--- src/rtl/core/srr_pkg.sv ---
// ----------------------------------------------------------------------------
// srr_pkg
// Shared widths, codes and types of the selective-reject receiver.
// ----------------------------------------------------------------------------
package srr_pkg;

  localparam int SEQ_W      = 32;
  localparam int TAG_W      = 16;
  localparam int LEN_W      = 11;
  localparam int WS_W       = 5;
  localparam int CFG_IDX_W  = 1;
  localparam int CFG_DATA_W = 32;
  localparam int TDATA_W    = 64;
  localparam int IN_TUSER_W = 2;

  typedef logic [SEQ_W-1:0] seq_t;
  typedef logic [TAG_W-1:0] tag_t;
  typedef logic [LEN_W-1:0] len_t;

  typedef enum logic [1:0] {
    ACT_DELIVER = 2'd0,
    ACT_ACK     = 2'd1,
    ACT_REJECT  = 2'd2,
    ACT_EOF_ACK = 2'd3
  } action_t;

  localparam logic [CFG_IDX_W-1:0] REG_WINDOW_SIZE    = 1'd0;
  localparam logic [CFG_IDX_W-1:0] REG_START_SEQUENCE = 1'd1;

  localparam logic [WS_W-1:0] WINDOW_SIZE_RESET    = 5'd16;
  localparam seq_t            START_SEQUENCE_RESET = 32'd1;

endpackage

--- src/rtl/core/selective_reject_receiver.sv ---
// ----------------------------------------------------------------------------
// selective_reject_receiver
// Receiver side of a selective-reject sliding window: delivers in-order
// packets, buffers early ones by slot and issues ACK, reject and EOF ACK.
// ----------------------------------------------------------------------------
// One packet is handled at a time and in_tready is low while it is worked on.
// A dropped packet (bad checksum, or any packet after end of file) is taken
// in ST_IDLE and goes no further; an old packet or end of file is answered
// from ST_DECIDE. A packet ahead of the window needs its slot index and an
// in-order packet the slot of the next expected sequence, both computed by
// a bit-serial remainder unit; an in-order packet then drains each buffered
// slot through the slot check and the registered slot-memory read.
// Any wait of a result on out_tready holds the packet in its current state.
// Each transfer on the result side carries one action; out_tlast marks the
// last action caused by a packet.
module selective_reject_receiver #(
  parameter int WINDOW_DEPTH    = 16,
  parameter int PAYLOAD_LEN_MAX = 2047
) (
  input  logic                              clk,
  input  logic                              rst_n,
  input  logic                              cfg_wr_en,
  input  logic [srr_pkg::CFG_IDX_W-1:0]     cfg_index,
  input  logic [srr_pkg::CFG_DATA_W-1:0]    cfg_wdata,
  input  logic                              in_tvalid,
  output logic                              in_tready,
  // sequence_req [31:0], payload_tag [47:32], payload_length [58:48]
  input  logic [srr_pkg::TDATA_W-1:0]       in_tdata,
  // packet_kind [0], crc_bad [1]
  input  logic [srr_pkg::IN_TUSER_W-1:0]    in_tuser,
  output logic                              out_tvalid,
  input  logic                              out_tready,
  // action_sequence [31:0], deliver_tag [47:32], deliver_length [58:48]
  output logic [srr_pkg::TDATA_W-1:0]       out_tdata,
  // action [1:0]
  output srr_pkg::action_t                  out_tuser,
  output logic                              out_tlast
);
  import srr_pkg::*;

  localparam int IDX_W  = (WINDOW_DEPTH > 1) ? $clog2(WINDOW_DEPTH) : 1;
  localparam int WCNT_W = $clog2(WINDOW_DEPTH + 1);

  typedef enum logic [2:0] {
    ST_IDLE,
    ST_DECIDE,
    ST_STORE,
    ST_REJECT,
    ST_MOD_DRAIN,
    ST_CHECK,
    ST_READ
  } state_t;

  state_t                 state_r;
  logic [WS_W-1:0]        window_size_r;
  seq_t                   exp_r;
  logic                   reject_sent_r;
  logic                   finished_r;
  logic [WINDOW_DEPTH-1:0] slot_full_r;
  logic [IDX_W-1:0]       slot_r;

  logic                   pkt_kind_r;
  seq_t                   pkt_seq_r;
  tag_t                   pkt_tag_r;
  len_t                   pkt_len_r;

  logic                   out_valid_r;
  action_t                out_action_r;
  seq_t                   out_seq_r;
  tag_t                   out_tag_r;
  len_t                   out_len_r;
  logic                   out_last_r;

  tag_t                   tag_mem [WINDOW_DEPTH];
  len_t                   len_mem [WINDOW_DEPTH];
  tag_t                   rd_tag_r;
  len_t                   rd_len_r;

  logic [WCNT_W-1:0]      used_w;
  logic [WINDOW_DEPTH-1:0] used_mask;
  logic                   any_full;
  logic                   out_free;
  logic                   is_old;
  logic                   is_next;
  logic                   mod_start;
  seq_t                   mod_dividend;
  logic                   mod_done;
  logic [WCNT_W-1:0]      mod_rem;
  logic [IDX_W-1:0]       mod_idx;
  logic                   mem_we;
  logic                   mem_re;
  logic [IDX_W-1:0]       slot_inc;
  len_t                   in_len_sat;
  logic                   in_fire;

  // Window size 0 acts as 1, sizes beyond the built depth act as the depth.
  always_comb begin
    if (window_size_r == '0) begin
      used_w = WCNT_W'(1);
    end else if (32'(window_size_r) > 32'(WINDOW_DEPTH)) begin
      used_w = WCNT_W'(WINDOW_DEPTH);
    end else begin
      used_w = WCNT_W'(window_size_r);
    end
    for (int i = 0; i < WINDOW_DEPTH; i++) begin
      used_mask[i] = (32'(i) < 32'(used_w));
    end
  end

  assign any_full  = |(slot_full_r & used_mask);
  assign out_free  = !out_valid_r || out_tready;
  assign is_old    = pkt_seq_r < exp_r;
  assign is_next   = pkt_seq_r == exp_r;
  assign in_fire   = in_tvalid && in_tready;
  assign in_tready = (state_r == ST_IDLE);

  assign in_len_sat = (32'(in_tdata[58:48]) > 32'(PAYLOAD_LEN_MAX)) ?
                      LEN_W'(PAYLOAD_LEN_MAX) : in_tdata[58:48];

  // The remainder of an early packet gives its slot; for an in-order packet
  // the remainder of the next expected sequence starts the drain.
  assign mod_start    = (state_r == ST_DECIDE) && !pkt_kind_r && !is_old &&
                        (!is_next || out_free);
  assign mod_dividend = is_next ? exp_r + 1'b1 : pkt_seq_r;
  assign mod_idx      = IDX_W'(mod_rem);
  // When the sequence wraps to zero the next slot is zero for any window size.
  assign slot_inc     = ((exp_r == '1) || ((WCNT_W'(slot_r) + 1'b1) == used_w)) ? '0 :
                        IDX_W'(WCNT_W'(slot_r) + 1'b1);

  assign mem_we = (state_r == ST_STORE) && mod_done;
  assign mem_re = (state_r == ST_CHECK) && any_full && slot_full_r[slot_r];

  srr_mod #(
    .DIV_W (WCNT_W)
  ) u_mod (
    .clk       (clk),
    .rst_n     (rst_n),
    .start     (mod_start),
    .dividend  (mod_dividend),
    .divisor   (used_w),
    .done      (mod_done),
    .remainder (mod_rem)
  );

  always_ff @(posedge clk) begin
    if (mem_we) begin
      tag_mem[mod_idx] <= pkt_tag_r;
      len_mem[mod_idx] <= pkt_len_r;
    end
    if (mem_re) begin
      rd_tag_r <= tag_mem[slot_r];
      rd_len_r <= len_mem[slot_r];
    end
  end

  always_ff @(posedge clk) begin
    if (!rst_n) begin
      state_r       <= ST_IDLE;
      window_size_r <= WINDOW_SIZE_RESET;
      exp_r         <= START_SEQUENCE_RESET;
      reject_sent_r <= 1'b0;
      finished_r    <= 1'b0;
      slot_full_r   <= '0;
      out_valid_r   <= 1'b0;
    end else begin
      if (out_valid_r && out_tready) begin
        out_valid_r <= 1'b0;
      end

      if (cfg_wr_en) begin
        case (cfg_index)
          REG_WINDOW_SIZE:    window_size_r <= cfg_wdata[WS_W-1:0];
          REG_START_SEQUENCE: exp_r         <= cfg_wdata[SEQ_W-1:0];
          default: ;
        endcase
      end

      case (state_r)
        ST_IDLE: begin
          if (in_fire) begin
            pkt_kind_r <= in_tuser[0];
            pkt_seq_r  <= in_tdata[31:0];
            pkt_tag_r  <= in_tdata[47:32];
            pkt_len_r  <= in_len_sat;
            if (!finished_r && !in_tuser[1]) begin
              state_r <= ST_DECIDE;
            end
          end
        end

        ST_DECIDE: begin
          if (pkt_kind_r) begin
            if (out_free) begin
              out_valid_r  <= 1'b1;
              out_action_r <= ACT_EOF_ACK;
              out_seq_r    <= exp_r + 1'b1;
              out_tag_r    <= '0;
              out_len_r    <= '0;
              out_last_r   <= 1'b1;
              exp_r        <= exp_r + 1'b1;
              finished_r   <= 1'b1;
              state_r      <= ST_IDLE;
            end
          end else if (is_old) begin
            if (out_free) begin
              out_valid_r  <= 1'b1;
              out_action_r <= ACT_ACK;
              out_seq_r    <= exp_r;
              out_tag_r    <= '0;
              out_len_r    <= '0;
              out_last_r   <= 1'b1;
              state_r      <= ST_IDLE;
            end
          end else if (is_next) begin
            if (out_free) begin
              out_valid_r   <= 1'b1;
              out_action_r  <= ACT_DELIVER;
              out_seq_r     <= pkt_seq_r;
              out_tag_r     <= pkt_tag_r;
              out_len_r     <= pkt_len_r;
              out_last_r    <= 1'b0;
              exp_r         <= exp_r + 1'b1;
              reject_sent_r <= 1'b0;
              state_r       <= ST_MOD_DRAIN;
            end
          end else begin
            state_r <= ST_STORE;
          end
        end

        ST_STORE: begin
          if (mod_done) begin
            slot_full_r[mod_idx] <= 1'b1;
            state_r <= reject_sent_r ? ST_IDLE : ST_REJECT;
          end
        end

        ST_REJECT: begin
          if (out_free) begin
            out_valid_r   <= 1'b1;
            out_action_r  <= ACT_REJECT;
            out_seq_r     <= exp_r;
            out_tag_r     <= '0;
            out_len_r     <= '0;
            out_last_r    <= 1'b1;
            reject_sent_r <= 1'b1;
            state_r       <= ST_IDLE;
          end
        end

        ST_MOD_DRAIN: begin
          if (mod_done) begin
            slot_r  <= mod_idx;
            state_r <= ST_CHECK;
          end
        end

        ST_CHECK: begin
          if (mem_re) begin
            slot_full_r[slot_r] <= 1'b0;
            state_r <= ST_READ;
          end else if (out_free) begin
            // An empty window ends the drain with an ACK, a hole with a reject.
            out_valid_r  <= 1'b1;
            out_action_r <= any_full ? ACT_REJECT : ACT_ACK;
            out_seq_r    <= exp_r;
            out_tag_r    <= '0;
            out_len_r    <= '0;
            out_last_r   <= 1'b1;
            state_r      <= ST_IDLE;
          end
        end

        ST_READ: begin
          if (out_free) begin
            out_valid_r  <= 1'b1;
            out_action_r <= ACT_DELIVER;
            out_seq_r    <= exp_r;
            out_tag_r    <= rd_tag_r;
            out_len_r    <= rd_len_r;
            out_last_r   <= 1'b0;
            exp_r        <= exp_r + 1'b1;
            slot_r       <= slot_inc;
            state_r      <= ST_CHECK;
          end
        end

        default: state_r <= ST_IDLE;
      endcase
    end
  end

  assign out_tvalid = out_valid_r;
  assign out_tdata  = {5'b0, out_len_r, out_tag_r, out_seq_r};
  assign out_tuser  = out_action_r;
  assign out_tlast  = out_last_r;

endmodule

--- src/rtl/core/srr_mod.sv ---
// ----------------------------------------------------------------------------
// srr_mod
// Bit-serial remainder unit: a 32-bit sequence number modulo the window size,
// one dividend bit per cycle.
// ----------------------------------------------------------------------------
module srr_mod #(
  parameter int DIV_W = 5
) (
  input  logic                    clk,
  input  logic                    rst_n,
  input  logic                    start,
  input  srr_pkg::seq_t           dividend,
  input  logic [DIV_W-1:0]        divisor,
  output logic                    done,
  output logic [DIV_W-1:0]        remainder
);
  import srr_pkg::*;

  localparam int CNT_W = $clog2(SEQ_W);

  seq_t               dividend_r;
  logic [DIV_W-1:0]   divisor_r;
  logic [DIV_W-1:0]   rem_r;
  logic [DIV_W-1:0]   rem_nxt;
  logic [CNT_W-1:0]   cnt_r;
  logic               busy_r;
  logic               done_r;
  logic [DIV_W:0]     shifted;

  // The partial remainder stays below the divisor, so one extra bit is enough
  // for the shifted trial value.
  always_comb begin
    shifted = {rem_r, dividend_r[SEQ_W-1]};
    if (shifted >= {1'b0, divisor_r}) begin
      rem_nxt = DIV_W'(shifted - {1'b0, divisor_r});
    end else begin
      rem_nxt = shifted[DIV_W-1:0];
    end
  end

  always_ff @(posedge clk) begin
    if (!rst_n) begin
      busy_r <= 1'b0;
      done_r <= 1'b0;
      cnt_r  <= '0;
    end else begin
      done_r <= 1'b0;
      if (start) begin
        busy_r     <= 1'b1;
        dividend_r <= dividend;
        divisor_r  <= divisor;
        rem_r      <= '0;
        cnt_r      <= CNT_W'(SEQ_W - 1);
      end else if (busy_r) begin
        rem_r      <= rem_nxt;
        dividend_r <= {dividend_r[SEQ_W-2:0], 1'b0};
        cnt_r      <= cnt_r - 1'b1;
        if (cnt_r == '0) begin
          busy_r <= 1'b0;
          done_r <= 1'b1;
        end
      end
    end
  end

  assign done      = done_r;
  assign remainder = rem_r;

endmodule
--- config.mk ---
export PLATFORM = sky130hd
export DESIGN_NAME = selective_reject_receiver
export DESIGN_NICKNAME = d
export VERILOG_FILES = /design/src/rtl/core/srr_pkg.sv /design/src/rtl/core/selective_reject_receiver.sv /design/src/rtl/core/srr_mod.sv
export SDC_FILE = /design/constraint.sdc
export NUM_CORES = 1
export LEC_CHECK = 0
export BUFFER_PORTS_ARGS = -buffer_cell sky130_fd_sc_hd__buf_2
export CAP_MARGIN = 20
export CORE_MARGIN = 8
export CORE_UTILIZATION = 25
export CTS_BUF_LIST = sky130_fd_sc_hd__clkbuf_4
export DETAILED_ROUTE_END_ITERATION = 10
export SLEW_MARGIN = 25
export SYNTH_ARGS = -nofsm -noshare
export SYNTH_HDL_FRONTEND = slang
export SYNTH_SLANG_ARGS = --single-unit
--- constraint.sdc ---
create_clock -name clk -period 7 [get_ports clk]
set_input_delay 1.75 -clock clk [delete_from_list [all_inputs] [get_ports clk]]
set_output_delay 1.75 -clock clk [all_outputs]
set_load 0.02 [all_outputs]
==> impl_metrics.toml <==
[status]
status = "finished clean"

[synth]
synth-compound-area-share_pct = 8.997
synth_top_family_by_area = "multiplexers"
synth-seq-cells = 693
synthTopCellsByArea = "edfxtp_1 (63%), mux4_2 (10%), dfxtp_1 (4.4%), o21ai_0 (2.1%), nand2_1 (2.1%)"
synthArstFlopShare_pct = 0
synth-main-ff-cell = "edfxtp_1"
netlist_area_mm2 = 0.03008
syn_inst = 1969
synth-simple-area-share_pct = 6.223
yosys.area.top_type = "edfxtp_1"
ys_warn_count = 0
synth_adder_area_share_pct = 1.897
synth_xor_area_share_pct = 1.165
synth_top_cell_area_share_pct = 62.59
avgSynthCellArea_um2 = 15.28
synth_edf_count = 627
synth.area.mux_share_pct = 12.22
synth-seq-area-share_pct = 66.99
yosysUniqueCellTypes = 71

[worst_setup_path]
r2r_setup_slack_ns = 2.73
worstPathRequired_ns = 7.67
crit_fanout = 37
worstSetupPathType = "reg -> reg"
r2r-start = "exp_r[5]"
end_kind = "register"
r2r_end = "out_seq_r[19]"
startpoint_type = "register"
critical_path.startpoint = "exp_r[5]"
worstPathArrival_ns = 4.94
reg2reg_depth = 11

[sta]
fmax_mhz = 234.0
finalSetupViolCount = 0
finalSetupTns_ns = 0
slew_viol_final = 0
finalCritPeriodShare_pct = 61.05
period_needed_ns = 4.274
rsz0062_at_grt = "false"
timing.final.hold_violations = 0
tightest_slew_ns = 1.021
slew-limit-headroom_pct = 31.74
fin_skew_ns = 0.09539

[detailed_routing]
antenna_left = 0
drc = 0
vias = 19190
routed_wl_mm = 86.46
firstDrtPassIters = 6
drt_iter0_drc = 1848
vias_per_cell = 4.843
drt-wirelength-per-cell_um = 21.82

[die]
start_util_pct = 25.14
placementRows = 127
dieArea_mm2 = 0.1317
io_pins = 173
die_height_um = 362.9
core_mm2 = 0.1197
dieWidth_um = 362.9

[hold_path]
worst_hold_path_type = "reg -> reg"
hold_end = "finished_r"
holdCritStartpoint = "finished_r"
whs_path_depth = 2

[global_routing]
grt_pass1_wl_mm = 126.4
grt_overflow = 0
grtUsageTotal_pct = 12.71
grt_max_degree = 117
antenna_found_initial = 12
grt_pass1_vias = 18830

[power]
total_power_mw = 8.447
p_leak_nw = 11.53
ir_worst_vdd_v = 0.0001757
power.density_mw_per_mm2 = 240.6

[finish]
final_core_util_pct = 29.34
final_common_cell = "edfxtp_1"
fin_nets = 2372
drive_above_1_share_pct = 29.55
register_area_mm2 = 0.02015
multi_input_area_mm2 = 0.009394
fillCellCount = 12070
final_cell_mix = "edfxtp_1 (627), clkbuf_4 (251), nand2_1 (170)"
syn_to_final_growth_pct = 16.70

[cts]
h-tree-depth = 4
cts.path.max_buffers = 3
post_cts_buffers = 0
cts_tree = "built"
cts-buffers-inserted = 166
clock_latency_ns = 1.02
cts_root_buffer = "clkbuf_4"
numClockSinks = 693
cts_resized = 0
ctsHoldBuffers = 0
cts.reportedPaths.clkPinSlew_ns = 0.07

[placed_design]
place_congestion = 0.8355
port_buffers = 162
hpwl_mm = 52.25

[job]
maxCapViolCount = 0
-- how the worst max path moves through the flow --
| stage | cells past startpoint | slack, ns | to |
|---|---|---|---|
| 2_1_floorplan | 4 | 2.48 | out_seq_r[0] |
| 4_1_cts | 11 | 2.62 | out_seq_r[13] |
| 3_5_place_dp | 11 | 2.64 | out_seq_r[24] |
| 3_3_place_gp | 11 | 2.73 | out_seq_r[19] |
| 6_report | 11 | 2.73 | out_seq_r[19] |
| 5_1_grt | 11 | 2.33 | out_seq_r[13] |
-- metrics by stage --
stage          hold slack, ns  worst slack (ns)  instances  instance area (um^2)
2_1_floorplan          0.4260             2.476       1973                 30100
3_3_place_gp           0.4414             2.734       3663                 32920
3_5_place_dp           0.4431             2.644       3665                 32970
6_report               0.4500             2.726       3963                 35100
4_1_cts                0.4537             2.623       3952                 35020
5_1_grt                0.4680             2.331       3962                 35100
-- cells by family after synthesis --
| group | Yosys count |
|---|---|
| AO/OA/AOI/OAI | 414 |
| other | 1 |
| buffers and inverters | 185 |
| AND/OR/NAND/NOR | 404 |
| flip-flops | 693 |
| multiplexers | 187 |
| XOR/XNOR | 40 |
| adder cells (fa/ha/maj) | 45 |
-- per-layer routing --
layer | GRT usage (%) | vias up | share of wire (%)
met5 | 0 | - | 0.014
met4 | 3.204 | 2 | 1.8
met3 | 4.001 | 141 | 9.9
met2 | 19.00 | 942 | 44
met1 | 17.82 | 9674 | 44
li1 | - | 8433 | -
-- critical path, stage by stage, from the launching register on --
cell,delay [ns]
dfxtp_1,0.39
inv_1,0.13
ha_1,0.33
a21oi_1,0.12
o21ai_0,0.16
a2111oi_0,0.42
o211ai_1,0.31
a21oi_4,0.20
buf_4,0.50
nand2_1,0.18
a31oi_4,0.82
buf_4,0.40
-- final cells by class --
class | count | area share, %
inverters | 56 | 0.5988
multi-input cells | 1095 | 26.76
clock buffers | 251 | 5.368
diodes | 9 | 0.06416
clock inverters | 36 | 0.4812
well taps | 1612 | 5.746
flip-flops and latches | 693 | 57.40
repair buffers | 211 | 3.579
-- flip-flops by register name (all words and copies together), names as in the netlist, 2 cells and up, named ones only --
register	cells
slot_r	4
out_tag_r	16
u_mod.divisor_r	5
len_mem	176
window_size_r	5
out_seq_r	32
pkt_len_r	11
exp_r	32
rd_len_r	11
pkt_seq_r	32
u_mod.cnt_r	5
state_r	3
rd_tag_r	16
out_tuser	2
tag_mem	256
out_len_r	11
u_mod.dividend_r	32
slot_full_r	16
u_mod.remainder	5
pkt_tag_r	16
-- Yosys cell counts, types with 14 or more instances --
cell type and count:
nand2_1 170, buf_2 23, o21ai_0 128, a22oi_1 21, a32oi_1 56, edfxtp_1 627, a22o_1 14, mux4_2 140
clkbuf_1 87, nor2_1 80, nor3_1 29, o211ai_1 14, ha_1 44, a21oi_1 84, inv_1 54, a31oi_1 14
xnor2_1 37, dfxtp_1 66, mux2_2 39, and3_1 27, nand3_1 38
-- where the power goes --
group | switching (mW) | total [mW] | internal, mW
clock network | 1.68 | 3.31 | 1.63
registers | 0.0829 | 4.65 | 4.57
logic | 0.318 | 0.482 | 0.164
(Power assumes the default switching activity.)
